$ cat src/psc_pkg.sv
// psc_pkg: shared constants, types and codes for the clamped pid step block
`timescale 1ns / 1ps

package psc_pkg;

    localparam int SAMPLE_W      = 16;
    localparam int GAIN_W        = 16;
    localparam int GAIN_FRAC     = 8;
    localparam int OUTPUT_LIMIT  = 255;
    localparam int INTEG_LIMIT   = 255;
    localparam int INTEG_W       = 32;
    localparam int ERR_W         = SAMPLE_W + 1;
    localparam int DERR_W        = SAMPLE_W + 2;
    localparam int DRIVE_W       = 9;
    localparam int IN_TDATA_W    = ((SAMPLE_W + 7) / 8) * 8;
    localparam int OUT_TDATA_W   = ((DRIVE_W + 7) / 8) * 8;
    localparam int CFG_IDX_W     = 2;
    localparam int QUEUE_DEPTH   = 4;
    localparam int QPTR_W        = $clog2(QUEUE_DEPTH);
    localparam int QCNT_W        = $clog2(QUEUE_DEPTH + 1);

    // register indexes
    localparam logic [CFG_IDX_W-1:0] REG_KP = CFG_IDX_W'(0);
    localparam logic [CFG_IDX_W-1:0] REG_KI = CFG_IDX_W'(1);
    localparam logic [CFG_IDX_W-1:0] REG_KD = CFG_IDX_W'(2);

    // item kinds
    localparam logic OP_MEASUREMENT = 1'b0;
    localparam logic OP_SETPOINT    = 1'b1;

    typedef logic signed [SAMPLE_W-1:0] t_sample;
    typedef logic signed [GAIN_W-1:0]   t_gain;
    typedef logic signed [ERR_W-1:0]    t_err;
    typedef logic signed [DERR_W-1:0]   t_derr;
    typedef logic signed [INTEG_W-1:0]  t_integ;
    typedef logic signed [DRIVE_W-1:0]  t_drive;

    // one step's operands, handed from the front to the back
    typedef struct packed {
        t_derr  derr;
        t_integ sum;
        t_err   err;
    } t_step;

    typedef struct packed {
        t_gain kp;
        t_gain ki;
        t_gain kd;
    } t_gains;

endpackage

$ cat src/psc_front.sv
// psc_front: takes items, updates setpoint, measurement, integral and last error
`timescale 1ns / 1ps

module psc_front import psc_pkg::*; (
    input  logic    i_clk,
    input  logic    i_rst_n,
    input  logic    i_valid,
    output logic    o_ready,
    input  logic    i_opcode,
    input  t_sample i_sample,
    input  logic    i_full,
    output logic    o_push,
    output t_step   o_step
);

    t_sample r_setpoint, n_setpoint;
    t_sample r_measure, n_measure;
    t_integ  r_integral, n_integral;
    t_err    r_prev_err;

    t_err                       w_err;
    t_derr                      w_derr;
    logic signed [INTEG_W:0]    w_sum_wide;
    t_integ                     w_sum;
    logic                       w_accept;

    assign o_ready  = !i_full;
    assign w_accept = i_valid && o_ready;
    assign o_push   = w_accept;

    always_comb begin
        n_setpoint = r_setpoint;
        n_measure  = r_measure;
        if (i_opcode == OP_SETPOINT) begin
            n_setpoint = i_sample;
        end else begin
            n_measure = i_sample;
        end
        w_err      = ERR_W'(n_setpoint) - ERR_W'(n_measure);
        w_sum_wide = (INTEG_W + 1)'(r_integral) + (INTEG_W + 1)'(w_err);
        // saturate to the 32-bit range
        if (w_sum_wide[INTEG_W] != w_sum_wide[INTEG_W-1]) begin
            w_sum = w_sum_wide[INTEG_W] ? {1'b1, {(INTEG_W-1){1'b0}}}
                                        : {1'b0, {(INTEG_W-1){1'b1}}};
        end else begin
            w_sum = w_sum_wide[INTEG_W-1:0];
        end
        n_integral = (w_sum > $signed(INTEG_W'(INTEG_LIMIT))) ? '0 : w_sum;
        w_derr     = DERR_W'(w_err) - DERR_W'(r_prev_err);
    end

    assign o_step.err  = w_err;
    assign o_step.sum  = w_sum;
    assign o_step.derr = w_derr;

    always_ff @(posedge i_clk) begin
        if (!i_rst_n) begin
            r_setpoint <= '0;
            r_measure  <= '0;
            r_integral <= '0;
            r_prev_err <= '0;
        end else if (w_accept) begin
            r_setpoint <= n_setpoint;
            r_measure  <= n_measure;
            r_integral <= n_integral;
            r_prev_err <= w_err;
        end
    end

`ifndef SYNTHESIS
    a_integral_bound: assert property (@(posedge i_clk) disable iff (!i_rst_n)
        r_integral <= $signed(INTEG_W'(INTEG_LIMIT)))
        else $error("integral above limit");
    a_prev_err_follows: assert property (@(posedge i_clk) disable iff (!i_rst_n)
        w_accept |=> r_prev_err == $past(w_err))
        else $error("last error not kept");
`endif

endmodule

$ cat src/psc_queue.sv
// psc_queue: short queue of step operands between front and back
`timescale 1ns / 1ps

module psc_queue import psc_pkg::*; (
    input  logic  i_clk,
    input  logic  i_rst_n,
    input  logic  i_push,
    input  t_step i_data,
    output logic  o_full,
    output logic  o_valid,
    input  logic  i_ready,
    output t_step o_data
);

    t_step             r_mem [QUEUE_DEPTH];
    logic [QPTR_W-1:0] r_head;
    logic [QPTR_W-1:0] r_tail;
    logic [QCNT_W-1:0] r_count;
    logic              w_pop;

    assign o_full  = (r_count == QCNT_W'(QUEUE_DEPTH));
    assign o_valid = (r_count != '0);
    assign o_data  = r_mem[r_head];
    assign w_pop   = o_valid && i_ready;

    always_ff @(posedge i_clk) begin
        if (i_push) begin
            r_mem[r_tail] <= i_data;
        end
    end

    always_ff @(posedge i_clk) begin
        if (!i_rst_n) begin
            r_head  <= '0;
            r_tail  <= '0;
            r_count <= '0;
        end else begin
            if (i_push) begin
                r_tail <= (r_tail == QPTR_W'(QUEUE_DEPTH - 1)) ? '0 : r_tail + 1'b1;
            end
            if (w_pop) begin
                r_head <= (r_head == QPTR_W'(QUEUE_DEPTH - 1)) ? '0 : r_head + 1'b1;
            end
            if (i_push && !w_pop) begin
                r_count <= r_count + 1'b1;
            end else if (w_pop && !i_push) begin
                r_count <= r_count - 1'b1;
            end
        end
    end

`ifndef SYNTHESIS
    a_count_range: assert property (@(posedge i_clk) disable iff (!i_rst_n)
        r_count <= QCNT_W'(QUEUE_DEPTH))
        else $error("queue count out of range");
    a_no_overflow: assert property (@(posedge i_clk) disable iff (!i_rst_n)
        i_push |-> !o_full)
        else $error("push into full queue");
    a_count_step: assert property (@(posedge i_clk) disable iff (!i_rst_n)
        (i_push && !w_pop) |=> r_count == $past(r_count) + 1'b1)
        else $error("queue count lost a push");
`endif

endmodule

$ cat src/psc_back.sv
// psc_back: gain products, sum, truncation toward zero and clamp to the drive range
`timescale 1ns / 1ps

module psc_back import psc_pkg::*; (
    input  logic   i_clk,
    input  logic   i_rst_n,
    input  logic   i_valid,
    output logic   o_ready,
    input  t_step  i_step,
    input  t_gains i_gains,
    output logic   o_valid,
    input  logic   i_ready,
    output t_drive o_drive
);

    localparam int PROD_P_W = GAIN_W + ERR_W;
    localparam int PROD_I_W = GAIN_W + INTEG_W;
    localparam int PROD_D_W = GAIN_W + DERR_W;
    localparam int ACC_W    = PROD_I_W + 1;
    localparam int QUOT_W   = ACC_W - GAIN_FRAC;
    localparam logic signed [QUOT_W-1:0] Q_MAX = QUOT_W'(OUTPUT_LIMIT);
    localparam logic signed [QUOT_W-1:0] Q_MIN = -Q_MAX;

    logic                       r_v1, r_v2, r_vo;
    logic                       w_en1, w_en2, w_eno;
    logic signed [PROD_P_W-1:0] r_prod_p;
    logic signed [PROD_I_W-1:0] r_prod_i;
    logic signed [PROD_D_W-1:0] r_prod_d;
    logic signed [ACC_W-1:0]    r_acc;
    logic signed [ACC_W-1:0]    w_biased;
    logic signed [QUOT_W-1:0]   w_quot;
    t_drive                     r_drive, n_drive;

    assign w_eno   = !r_vo || i_ready;
    assign w_en2   = !r_v2 || w_eno;
    assign w_en1   = !r_v1 || w_en2;
    assign o_ready = w_en1;
    assign o_valid = r_vo;
    assign o_drive = r_drive;

    always_comb begin
        // round toward zero: bias negative sums before the shift
        w_biased = r_acc + (r_acc[ACC_W-1] ? ACC_W'((1 << GAIN_FRAC) - 1) : ACC_W'(0));
        w_quot   = w_biased[ACC_W-1:GAIN_FRAC];
        if (w_quot > Q_MAX) begin
            n_drive = DRIVE_W'(OUTPUT_LIMIT);
        end else if (w_quot < Q_MIN) begin
            n_drive = -DRIVE_W'(OUTPUT_LIMIT);
        end else begin
            n_drive = w_quot[DRIVE_W-1:0];
        end
    end

    always_ff @(posedge i_clk) begin
        if (w_en1) begin
            r_prod_p <= PROD_P_W'(i_gains.kp) * PROD_P_W'(i_step.err);
            r_prod_i <= PROD_I_W'(i_gains.ki) * PROD_I_W'(i_step.sum);
            r_prod_d <= PROD_D_W'(i_gains.kd) * PROD_D_W'(i_step.derr);
        end
        if (w_en2) begin
            r_acc <= ACC_W'(r_prod_p) + ACC_W'(r_prod_i) + ACC_W'(r_prod_d);
        end
        if (w_eno && r_v2) begin
            r_drive <= n_drive;
        end
    end

    always_ff @(posedge i_clk) begin
        if (!i_rst_n) begin
            r_v1 <= 1'b0;
            r_v2 <= 1'b0;
            r_vo <= 1'b0;
        end else begin
            if (w_en1) begin
                r_v1 <= i_valid;
            end
            if (w_en2) begin
                r_v2 <= r_v1;
            end
            if (w_eno) begin
                r_vo <= r_v2;
            end
        end
    end

`ifndef SYNTHESIS
    a_drive_range: assert property (@(posedge i_clk) disable iff (!i_rst_n)
        r_vo |-> (r_drive <= DRIVE_W'(OUTPUT_LIMIT) && r_drive >= -DRIVE_W'(OUTPUT_LIMIT)))
        else $error("drive outside limit");
    a_stage_hold: assert property (@(posedge i_clk) disable iff (!i_rst_n)
        (r_v2 && !w_eno) |=> r_v2 && $stable(r_acc))
        else $error("stalled sum stage changed");
`endif

endmodule

$ cat src/pid_step_clamped.sv
// pid_step_clamped: top level, gain registers, front, queue and back
//
//  channel   direction  payload
//  s_axis    in         tdata: sample_value[15:0]; tuser: opcode[0]
//  m_axis    out        tdata: drive[8:0], zero fill to 16 bits
//  cfg       in         i_cfg_we, i_cfg_index, i_cfg_data (gain_proportional,
//                       gain_integral, gain_derivative)
//
//  one item per cycle unless the output stalls; each item gives one result
//  output valid follows the queue write on the transfer edge, then the
//  product, sum and clamp stages of the back
//  a four-entry queue lets input go on while the output stalls, until full
//  sync active-low reset clears front regs, queue pointers, gains, valid bits
`timescale 1ns / 1ps

module pid_step_clamped import psc_pkg::*; (
    input  logic                   i_clk,
    input  logic                   i_rst_n,
    input  logic                   s_axis_tvalid,
    output logic                   s_axis_tready,
    input  logic [IN_TDATA_W-1:0]  s_axis_tdata,   // sample_value
    input  logic                   s_axis_tuser,   // opcode
    output logic                   m_axis_tvalid,
    input  logic                   m_axis_tready,
    output logic [OUT_TDATA_W-1:0] m_axis_tdata,   // drive, zero fill above
    input  logic                   i_cfg_we,
    input  logic [CFG_IDX_W-1:0]   i_cfg_index,
    input  logic [GAIN_W-1:0]      i_cfg_data
);

    t_gains r_gains;
    logic   w_push, w_full, w_q_valid, w_q_ready;
    t_step  w_step_in, w_step_out;
    t_drive w_drive;

    always_ff @(posedge i_clk) begin
        if (!i_rst_n) begin
            r_gains <= '0;
        end else if (i_cfg_we) begin
            case (i_cfg_index)
                REG_KP:  r_gains.kp <= $signed(i_cfg_data);
                REG_KI:  r_gains.ki <= $signed(i_cfg_data);
                REG_KD:  r_gains.kd <= $signed(i_cfg_data);
                default: r_gains    <= r_gains;
            endcase
        end
    end

    psc_front u_front (
        .i_clk    (i_clk),
        .i_rst_n  (i_rst_n),
        .i_valid  (s_axis_tvalid),
        .o_ready  (s_axis_tready),
        .i_opcode (s_axis_tuser),
        .i_sample ($signed(s_axis_tdata[SAMPLE_W-1:0])),
        .i_full   (w_full),
        .o_push   (w_push),
        .o_step   (w_step_in)
    );

    psc_queue u_queue (
        .i_clk   (i_clk),
        .i_rst_n (i_rst_n),
        .i_push  (w_push),
        .i_data  (w_step_in),
        .o_full  (w_full),
        .o_valid (w_q_valid),
        .i_ready (w_q_ready),
        .o_data  (w_step_out)
    );

    psc_back u_back (
        .i_clk   (i_clk),
        .i_rst_n (i_rst_n),
        .i_valid (w_q_valid),
        .o_ready (w_q_ready),
        .i_step  (w_step_out),
        .i_gains (r_gains),
        .o_valid (m_axis_tvalid),
        .i_ready (m_axis_tready),
        .o_drive (w_drive)
    );

    assign m_axis_tdata = {{(OUT_TDATA_W-DRIVE_W){1'b0}}, w_drive};

endmodule
$ cat config.mk
export PLATFORM = sky130hd
export DESIGN_NAME = pid_step_clamped
export DESIGN_NICKNAME = d
export VERILOG_FILES = /design/src/psc_pkg.sv /design/src/psc_front.sv /design/src/psc_queue.sv /design/src/psc_back.sv /design/src/pid_step_clamped.sv
export SDC_FILE = /design/constraint.sdc
export NUM_CORES = 2
export LEC_CHECK = 0
export BUFFER_PORTS_ARGS = -buffer_cell sky130_fd_sc_hd__buf_2
export CORE_ASPECT_RATIO = 0.9
export CORE_MARGIN = 2
export CORE_UTILIZATION = 50
export CTS_CLUSTER_DIAMETER = 40
export DETAILED_ROUTE_END_ITERATION = 7
export PLACE_DENSITY = 0.65
export SLEW_MARGIN = 15
export SYNTH_ARGS = -nofsm -noshare
export SYNTH_HDL_FRONTEND = slang
export SYNTH_SLANG_ARGS = --single-unit
export TNS_END_PERCENT = 20
$ cat constraint.sdc
create_clock -name i_clk -period 20.8 [get_ports i_clk]
set_input_delay 3.12 -clock i_clk [delete_from_list [all_inputs] [get_ports i_clk]]
set_output_delay 3.12 -clock i_clk [all_outputs]
set_load 0.01 [all_outputs]
==> impl_metrics.tcl <==
set metrics [dict create \
    run_status "finished clean" \
    post_synth_inst_count 6399 \
    syn2layout_area_growth_pct 7.07 \
    synth.avg_cell_area_um2 10.3 \
    die_h_um 349 \
    cts_repair_resize_count 0 \
    leakage_nw 30.6 \
    synth_top_cells_by_area "sky130_fd_sc_hd__fa_1, sky130_fd_sc_hd__edfxtp_1, sky130_fd_sc_hd__ha_1, sky130_fd_sc_hd__inv_1, sky130_fd_sc_hd__nand2_1" \
    post_layout_minimum_cycle_time_ns 10.71 \
    max_slew.worst_pin.slew_ns 0.997 \
    number_of_buffers_created_by_cts 82 \
    syn-cell-area_um2 66100 \
    placement_rows 126 \
    grtUsageTotal_pct 24.5 \
    internal-power_mw 4.47 \
    count_of_tritonroute_iterations_in_the_first_routing_pass 5 \
    reg2regPathDepth 25 \
    layout.cells.most_common "sky130_fd_sc_hd__inv_1" \
    setup.worst_path.end "u_front.r_integral[5]" \
    seq_power_share_pct 24.0 \
    hold_bufs_inserted_after_cts 0 \
    synth_top_flop_cell "sky130_fd_sc_hd__edfxtp_1" \
    setup.worst_path.end_class "flip-flop" \
    fmax_mhz 93.4 \
    startpoint "s_axis_tuser" \
    core-area_um2 131000 \
    critical_path_arrival_ns 11.33 \
    finish.utilization_pct 53.9 \
    switching_share_pct 47.8 \
    cap_violations 0 \
    post_route_cells_drive_above_1_share_pct 5.69 \
    p_total_mw 8.57 \
    rsz_0062_raised_after_global_routing "false" \
    required_ns 21.42 \
    slew_violations 0 \
    critical_path.startpoint_type "primary input" \
    finalHoldWorstSlack_ns 0.453 \
    grt_pass1_vias 47197 \
    clock-skew-final_ns 0.0698 \
    timing.slew.headroom_pct 33.5 \
    clockBufferDepth 3 \
    finalHoldViolCount 0 \
    routed-via-count 43879 \
    grt_pass1_wl_um 260000 \
    fp.dieArea_um2 135000 \
    fin_setup_tns_ns 0 \
    routed_via_density 5.40 \
    grt_start_max_net_pins 69 \
    setup-violations-final 0 \
    dp_hpwl_um 124000 \
    clk-insertion-delay-late_ns 0.71 \
    place.gp.congestion 0.888 \
    vdd.ir_drop.worst_mv 0.0958 \
    path_max_fanout 33 \
    synth_edf_count 441 \
    num-nets-final 7884 \
    dp_worst_setup_slack_ns 9.45 \
    synth_largest_area_cell "sky130_fd_sc_hd__fa_1" \
    crit_type "in -> reg" \
    synth_seq_area_share_pct 24.3 \
    detail_route.drc_violations 0 \
    ios 58 \
    port_buffers 50 \
    most-common-layout-cells "sky130_fd_sc_hd__inv_1, sky130_fd_sc_hd__fa_1, sky130_fd_sc_hd__nand2_1, sky130_fd_sc_hd__edfxtp_1, sky130_fd_sc_hd__and2_1" \
    initial_utilization_pct 50.4 \
    fp.dieW_um 387 \
    timing.rr.end "u_back.r_prod_i[46]" \
    antenna_violations_before_repair 6 \
    cts-root-buf "sky130_fd_sc_hd__clkbuf_16" \
    tritoncts_clock_tree "yes" \
    postCtsSetupRepairBufs 0 \
    synth_top_area_share_pct 33.5 \
    power_density_nw_per_um2 121 \
    switching_power_total_mw 4.10 \
    combPwrFrac_pct 59.7 \
    initialDrtViolationCount 2932 \
    r2r_setup_slack_ns 11.91 \
    postSynth.asyncResetShare_pct 0 \
    hold_path_class "reg -> reg" \
    finalWirelength_um 159000 \
    cts_h_tree_lvls 3 \
    synth.distinct_cells 95 \
    setup_ws_ns 10.09 \
    final_min_period_over_clock_period_pct 51.5 \
    ant_nets 0 \
    yosys_warns 0 \
    fillers 11501 \
    worst_setup_hold_path_clk_slew_ns 0.06 \
    cts_num_sinks 582 \
    grt_overflow_total 0 \
    pwr-share-clk_pct 16.3 \
    synth_seq_cells 582 \
    drt-wirelength-per-cell_um 19.5 \
]
-- power groups by stage --
stage	Clock (mW)	Combinational, mW	Sequential, mW
floorplan	0	3.61	1.96
global placement	0	5.01	2.08
detailed placement	0	5.08	2.09
CTS	1.43	5.11	2.06
global route	1.47	5.73	2.09
finish	1.39	5.12	2.06
-- layer usage --
metal	up-vias	part of all wire [%]	GRT usage (%)
li1	20106	-	-
met1	22427	45	33.9
met2	1149	46	39.7
met3	187	6.6	4.87
met4	10	2.3	6.36
met5	-	0.047	0
-- registers in the layout, summed over array words and instances, names as in the netlist, named ones only --
| name | cells |
|---|---|
| u_back.r_v2 | 1 |
| u_queue.r_count | 3 |
| u_front.r_prev_err | 17 |
| u_back.r_acc | 49 |
| u_back.o_drive | 9 |
| u_queue.r_head | 2 |
| u_queue.r_mem | 268 |
| u_back.r_prod_d | 34 |
| u_back.r_v1 | 1 |
| u_back.r_prod_p | 33 |
| u_front.r_measure | 16 |
| r_gains | 48 |
| u_queue.r_tail | 2 |
| u_front.r_setpoint | 16 |
| u_back.o_valid | 1 |
| u_front.r_integral | 32 |
| u_back.r_prod_i | 48 |
-- worst min-delay path by stage --
stage | start | to | slack, ns | cells past startpoint
after global routing | u_front.r_prev_err[15] | u_front.r_prev_err[15] | 0.47 | 2
after CTS | u_front.r_prev_err[15] | u_front.r_prev_err[15] | 0.45 | 2
after detailed placement | u_front.r_prev_err[15] | u_front.r_prev_err[15] | 0.45 | 2
after global placement | u_front.r_setpoint[14] | u_front.r_setpoint[14] | 0.44 | 2
after floorplan | u_front.r_measure[0] | u_front.r_measure[0] | 0.43 | 2
final | u_front.r_prev_err[9] | u_front.r_prev_err[9] | 0.45 | 2
-- cells by family after synthesis --
| kind of cell | after synthesis | share of synthesized area [%] |
|---|---|---|
| AO/OA/AOI/OAI | 740 | 7.24 |
| XOR/XNOR | 235 | 3.13 |
| adder cells (fa/ha/maj) | 1514 | 41.2 |
| buffers and inverters | 1464 | 8.36 |
| flip-flops | 582 | 24.3 |
| multiplexers | 104 | 2.88 |
| other | 1 | 0.00568 |
| AND/OR/NAND/NOR | 1759 | 12.9 |
-- worst max-delay path, stage by stage --
cell	delay [ns]
sky130_fd_sc_hd__buf_2	0.63
sky130_fd_sc_hd__mux2i_1	0.33
sky130_fd_sc_hd__ha_1	0.21
sky130_fd_sc_hd__inv_1	0.06
sky130_fd_sc_hd__fa_1	0.41
sky130_fd_sc_hd__a21o_1	0.18
sky130_fd_sc_hd__a21oi_1	0.24
sky130_fd_sc_hd__o21bai_1	0.11
sky130_fd_sc_hd__a21oi_1	0.26
sky130_fd_sc_hd__o21bai_1	0.13
sky130_fd_sc_hd__a211o_1	0.31
sky130_fd_sc_hd__a21oi_1	0.23
sky130_fd_sc_hd__o2bb2ai_1	0.22
sky130_fd_sc_hd__nor2_1	0.09
sky130_fd_sc_hd__a2111oi_0	0.59
sky130_fd_sc_hd__nor2_1	0.32
sky130_fd_sc_hd__ha_1	0.44
sky130_fd_sc_hd__a21oi_1	0.32
sky130_fd_sc_hd__o21ai_0	0.22
sky130_fd_sc_hd__nor3b_2	0.26
sky130_fd_sc_hd__o21ai_2	0.11
sky130_fd_sc_hd__a31oi_2	0.40
sky130_fd_sc_hd__nor3_1	0.14
sky130_fd_sc_hd__a31oi_4	0.72
sky130_fd_sc_hd__o221ai_1	0.34
sky130_fd_sc_hd__o41ai_4	0.70
sky130_fd_sc_hd__a22o_1	0.23
-- synth_stat cells (46+ instances only) --
cell / number
sky130_fd_sc_hd__inv_1: 1214
sky130_fd_sc_hd__fa_1: 1105
sky130_fd_sc_hd__nand2_1: 856
sky130_fd_sc_hd__edfxtp_1: 441
sky130_fd_sc_hd__and2_1: 426
sky130_fd_sc_hd__ha_1: 409
sky130_fd_sc_hd__a21oi_1: 256
sky130_fd_sc_hd__clkbuf_1: 212
sky130_fd_sc_hd__xnor2_1: 172
sky130_fd_sc_hd__nor2_1: 157
sky130_fd_sc_hd__o21ai_0: 146
sky130_fd_sc_hd__dfxtp_1: 141
sky130_fd_sc_hd__a21o_1: 73
sky130_fd_sc_hd__nand2b_1: 71
sky130_fd_sc_hd__mux4_2: 67
sky130_fd_sc_hd__xor2_1: 62
sky130_fd_sc_hd__nand3_1: 49
sky130_fd_sc_hd__a211oi_1: 46
-- area by class of cell --
class	count	area, um2	share of cell area (%)
Tap cell	1728	2160	3.06
Clock buffer	92	2140	3.03
Multi-Input combinational cell	4359	44600	63.0
Sequential cell	582	16100	22.7
Antenna cell	1	2.50	0.00354
Timing Repair Buffer	89	543	0.768
Clock inverter	61	692	0.978
Inverter	1216	4570	6.45
-- through the flow --
| step | area [um2] | instances |
|---|---|---|
| floorplan | 66100 | 6405 |
| global placement | 67900 | 7974 |
| detailed placement | 67900 | 7974 |
| CTS | 70700 | 8127 |
| global route | 70700 | 8127 |
| finish | 70700 | 8128 |
(Power assumes the default switching activity.)
